$ cat src/design/asrch_pkg.sv
// ============================================================================
// asrch_pkg
// Shared types, codes and field widths of the array search block.
// ============================================================================
package asrch_pkg;

  // Default sizes of the element store.
  localparam int STORE_DEPTH_DEF = 1024;
  localparam int VALUE_WIDTH_DEF = 32;

  // Fixed widths of the item fields on the ports.
  localparam int CMD_W      = 2;
  localparam int VALUE_IN_W = 32;
  localparam int STATUS_W   = 2;
  localparam int INDEX_W    = 10;
  localparam int STEPS_W    = 11;
  localparam int OUT_DATA_W = 24;

  // Command codes carried with each input item.
  localparam logic [CMD_W-1:0] CMD_CLEAR  = 2'd0;
  localparam logic [CMD_W-1:0] CMD_APPEND = 2'd1;
  localparam logic [CMD_W-1:0] CMD_SEARCH = 2'd2;

  // Result status codes.
  typedef enum logic [STATUS_W-1:0] {
    ST_DONE      = 2'd0,
    ST_FOUND     = 2'd1,
    ST_NOT_FOUND = 2'd2,
    ST_FULL      = 2'd3
  } status_t;

  // Commands from the controller to the datapath.
  typedef struct packed {
    logic    start;     // latch the target and set up the search window
    logic    clear;     // empty the store
    logic    append;    // write the incoming word at the end of the store
    logic    probe;     // issue a store read and count one probe
    logic    narrow;    // shrink the window after a mismatch
    logic    load_out;  // move the finished result into the output register
    status_t status;    // status of the finished result
  } asrch_cmd_t;

  // Status from the datapath to the controller.
  typedef struct packed {
    logic full;      // store holds STORE_DEPTH words
    logic active;    // search window is not empty
    logic match;     // word read back equals the target
    logic out_free;  // output register can take a result this cycle
  } asrch_sts_t;

endpackage

$ cat src/design/asrch_ctrl.sv
// ============================================================================
// asrch_ctrl
// Controller: decodes each item and sequences the probes of a search.
// ============================================================================
module asrch_ctrl
  import asrch_pkg::*;
(
  input  logic             clk,
  input  logic             rst,
  input  logic             in_valid,
  output logic             in_ready,
  input  logic [CMD_W-1:0] command,
  input  asrch_sts_t       sts,
  output asrch_cmd_t       cmd
);

  typedef enum logic [1:0] {
    S_IDLE,
    S_READ,
    S_CMP,
    S_FINISH
  } state_t;

  state_t  state;
  state_t  state_next;
  status_t result;
  status_t result_next;
  logic    accept;

  assign in_ready = (state == S_IDLE);
  assign accept   = in_valid && in_ready;

  always_comb begin
    state_next   = state;
    result_next  = result;
    cmd          = '0;
    cmd.status   = result;
    unique case (state)
      S_IDLE: begin
        if (accept) begin
          cmd.start = 1'b1;
          state_next = S_FINISH;
          result_next = ST_DONE;
          unique case (command)
            CMD_CLEAR: begin
              cmd.clear = 1'b1;
            end
            CMD_APPEND: begin
              if (sts.full) begin
                result_next = ST_FULL;
              end else begin
                cmd.append = 1'b1;
              end
            end
            CMD_SEARCH: begin
              state_next = S_READ;
            end
            default: begin
              result_next = ST_DONE;
            end
          endcase
        end
      end
      S_READ: begin
        if (sts.active) begin
          cmd.probe  = 1'b1;
          state_next = S_CMP;
        end else begin
          result_next = ST_NOT_FOUND;
          state_next  = S_FINISH;
        end
      end
      S_CMP: begin
        if (sts.match) begin
          result_next = ST_FOUND;
          state_next  = S_FINISH;
        end else begin
          cmd.narrow = 1'b1;
          state_next = S_READ;
        end
      end
      S_FINISH: begin
        if (sts.out_free) begin
          cmd.load_out = 1'b1;
          state_next   = S_IDLE;
        end
      end
      default: begin
        state_next = S_IDLE;
      end
    endcase
  end

  always_ff @(posedge clk) begin
    if (rst) begin
      state  <= S_IDLE;
      result <= ST_DONE;
    end else begin
      state  <= state_next;
      result <= result_next;
    end
  end

endmodule
$ cat config.mk
export PLATFORM = sky130hd
export DESIGN_NAME = asrch_ctrl
export DESIGN_NICKNAME = d
export VERILOG_FILES = /design/src/design/asrch_pkg.sv /design/src/design/asrch_ctrl.sv
export SDC_FILE = /design/constraint.sdc
export NUM_CORES = 1
export LEC_CHECK = 0
export BUFFER_PORTS_ARGS = -buffer_cell sky130_fd_sc_hd__buf_2
export CAP_MARGIN = 0
export CORE_AREA = 4 4 41 43
export CTS_CLUSTER_DIAMETER = 150
export DETAILED_ROUTE_END_ITERATION = 10
export DIE_AREA = 0 0 45 47
export PLACE_DENSITY = 0.52
export SYNTH_ARGS = -nofsm -noshare
export SYNTH_HDL_FRONTEND = slang
export SYNTH_SLANG_ARGS = --single-unit
$ cat constraint.sdc
create_clock -name clk -period 4.1 [get_ports clk]
set_clock_uncertainty 0.1 [all_clocks]
set_input_delay 0.205 -clock clk [delete_from_list [all_inputs] [get_ports clk]]
set_output_delay 0.205 -clock clk [all_outputs]
set_load 0.05 [all_outputs]
After elaboration in Yosys (flattened, before gate mapping)
Cells that the tools add are included.
- bits in registers: 4
- output and inout port bits: 9
- bits of input ports: 9
- logic and storage cells: 40
- reduce and logical (&&, ||, !) cells: 6
- mux-type cells: 23
- equality and inequality tests: 9
- operator list (operator ; count):
    2-to-1 mux 2 bit ; 9
    2-to-1 mux 1 bit ; 10
    case mux 2 bit (4 select lines) ; 1
    equality test 2 bit (second input constant) ; 3
    2-to-1 mux 3 bit ; 2
    inequality test 2 bit (second input constant) ; 3
    case mux 2 bit (3 select lines) ; 1
    equality test 2 x 1 -> 1 bit (second input constant) ; 2
    zero test 2 bit ; 2
    AND reduction 4 bit ; 1
    nonzero test 3 bit ; 1
    inequality test 2 x 1 -> 1 bit (second input constant) ; 1
    AND reduction 2 bit ; 1
    logical AND 1 bit ; 1

Depth between registers and ports, before layout
- depth in word-level cells: 4
- gate-level depth with buffers: 6
- depth with buffers taken out: 6

Worst setup path before layout
Ideal clock, no wire load.
- kind: reg-to-output
- from: register state[0]
- to: output cmd[5] (netlist bit)
- arrival: 2572 ps
- required time: 3795 ps
- path buffers: 0
- slack: 1223 ps
- cell stages (with the launch flop): 5
- path through: dfxtp_1 inv_1 ha_1 nand2_1 nor4_1
- RTL lines (item ; RTL line ; RTL):
    start: declaration ; asrch_ctrl.sv:24 ; state_t state;
    start signal: assignment ; asrch_ctrl.sv:99 ; state <= state_next;
    end: declaration ; asrch_ctrl.sv:14 ; output asrch_cmd_t cmd

==> run_results.csv <==
group,metric,value,unit
worst_setup_path,worstPathRequired,3.80,ns
clock_tree,cts_root_buf,"clkbuf_4",
global_route,grt_pass1_vias,320,
synth,synthesis.area,358,µm²
sta,worst_pin_slew,0.274,ns
clock_tree,cts_tree,"yes",
synth,synth_edf_count,0,
worst_setup_path,start_kind,"flip-flop",
floorplan,fp.dieH,47,µm
synth,synthCells,39,
sta,final-setup-viol-count,0,
routing,wl_per_cell,10.9,µm
synth,ys_warn_count,0,
routing,drt-total-wl,805,µm
place,post-dp-hpwl,680,µm
synth,ys_ff_latch,4,
routing,vias,332,
worst_setup_path,end_kind,"output port",
sta,drv_slew,0,
synth,ys_seq_area_frac,0.224,
clock_tree,clk_pin_slew,0.04,ns
clock_tree,clk_latency,0.24,ns
worst_setup_path,path_class,"reg -> out",
global_route,grt_overflow,0,
place,port_buffers,17,
clock_tree,cts.sinks,4,
cells_and_area,final_cells,74,
synth,netlist_top_cells_count,"ha_1 (6), inv_1 (6), a211oi_1 (4), dfxtp_1 (4)",
power_and_ir_drop,ir_drop,0.218,mV
worst_setup_path,cpPeakStageDelay,0.33,ns
floorplan,core,1300,µm²
sta,fin_crit_sh,0.437,
min_path,hp-class,"in -> reg",
synth,synth.top_cells.by_area,"dfxtp_1 (22%), ha_1 (21%), a211oi_1 (8.4%)",
job,drv_cap,0,
clock_tree,cts.htree.levels,1,
floorplan,die_area,2120,µm²
routing,route.detailed.drc,0,
cells_and_area,final_core_util,0.372,
sta,finalHoldViolCount,0,
worst_setup_path,path_cells,"inv_1 > ha_1 > nand2_1 > nor4_1 > buf_2",
routing,ant_nets,0,
place,gp_congestion,0.687,
power_and_ir_drop,p_per_area,838,nW/µm²
worst_setup_path,critPathMaxFanout,5,
worst_setup_path,slowest_stage,"dfxtp_1",
clock_tree,post_cts_buffers,0,
clock_tree,cts_hold_buf,0,
synth,syn_avg_cell_area,9.18,µm²
clock_tree,cts_buffer_depth,2,
global_route,track_usage,0.0861,
place,dp_cells,71,
sta,fin_crit,1.79,ns
run_status,status,"complete, no violations",
sta,final.setup.tns,0,ns
routing,avgViaCountPerCell,4.49,
power_and_ir_drop,leakagePower,0.258,nW
floorplan,die_w,45,µm
cells_and_area,syn_to_final_growth,35.3,%
synth,synthFlopType,"dfxtp_1",
clock_tree,ctsResizeCount,0,
sta,rsz0062_at_grt,"false",
synth,synthDistinctLibCells,18,
cells_and_area,insertedDiodeCount,0,
global_route,grt_start_max_net_pins,7,
global_route,grt_pass1_wl,1.28,mm
sta,holdWs,0.0830,ns
clock_tree,numCtsBuffers,3,
place,place_area,462,µm²
sta,fmax,559,MHz
worst_setup_path,worst-endpoint-arrival,1.48,ns
global_route,antenna_found_initial,0,
synth,synth.largest_area_cell,"dfxtp_1",
synth,async_flop_share,0,
floorplan,io_pins,18,
synth,synth_top_area_frac,0.224,
floorplan,rows,13,
cells_and_area,drive_above_1_share,0.424,
cells_and_area,nNetsFinal,76,
sta,relSlewSlack,0.816,
cells_and_area,fin_area,484,µm²
synth,syn_nets,54,
routing,drt_pass1_iterations,2,
floorplan,initial_core_util,0.275,
routing,drtIter0Drc,6,
[through the flow]
stage | worst slack (ns) | power (mW)
2_1_floorplan | 1.22 | 0.303
3_3_place_gp | 2.39 | 0.359
3_5_place_dp | 2.40 | 0.359
4_1_cts | 2.28 | 0.411
5_1_grt | 2.17 | 0.438
6_report | 2.31 | 0.406
[routing by layer]
metal	global-route usage	vias to the layer above	wire [µm]	share of wire
met3	0	2	49	0.061
met5	0	-	0	0
met2	0.121	13	343	0.43
met4	0.0877	0	21	0.026
li1	-	183	-	-
met1	0.116	134	391	0.49
[report_power, final]
part           leakage, nW  internal (mW)  switching (mW)  total [mW]
registers           0.0332         0.0573          0.0170      0.0743
logic                0.211         0.0940           0.188       0.282
clock network       0.0138         0.0328          0.0167      0.0495
[sequential cells by signal (all words and copies together) (netlist names)]
signal and flops:
result 2, state 2
[final timing paths]
path,slack [ns],cells after the start,endpoint,startpoint
worst max-delay path,2.31,5,cmd[5],state[0]
worst min-delay path,0.08,2,state[1],rst
worst max register to register,2.41,6,result[0],state[0]
worst min register to register,0.40,2,result[1],result[1]
[worst max-delay path, delay by kind of cell (launching register included)]
kind | cells | cell delay, ns
adder cells (fa/ha/maj) | 1 | 0.21
buffers and inverters | 2 | 0.45
flip-flops | 1 | 0.33
AND/OR/NAND/NOR | 2 | 0.25
[cells in the final DEF (no fill, tap or decap)]
cell      netlist  layout
nor3_1          1       1
a211oi_1        4       4
a221oi_1        1       1
and2_1          1       1
nand2_1         1       1
o21ai_0         1       1
a21oi_1         3       3
nor4_4          1       1
mux2i_1         1       1
nor2b_4         2       2
and2_4          1       1
buf_2           0      17
nor4_1          1       1
ha_1            6       6
a31oi_1         1       1
nor2_1          3       3
clkbuf_4        0       3
dfxtp_1         4       4
inv_1           6       6
nor4b_2         1       1
[area by class of cell]
type,count,area [µm²]
clock buffers,3,22.5
repair buffers,17,85.1
flip-flops and latches,4,80.1
fillers,152,817
multi-input cells,29,255
well taps,15,18.8
inverters,6,22.5
[logic make-up (layout without fill, tap and decap cells)]
group | Yosys count | count (layout) | synth area share
and+or+nand+nor | 12 | 12 | 0.294
muxes | 1 | 1 | 0.0280
buffers and inverters | 6 | 26 | 0.0629
AOI/OAI and AO/OA | 10 | 10 | 0.182
adders and majority gates | 6 | 6 | 0.210
DFF | 4 | 4 | 0.224
(Power assumes the default switching activity.)
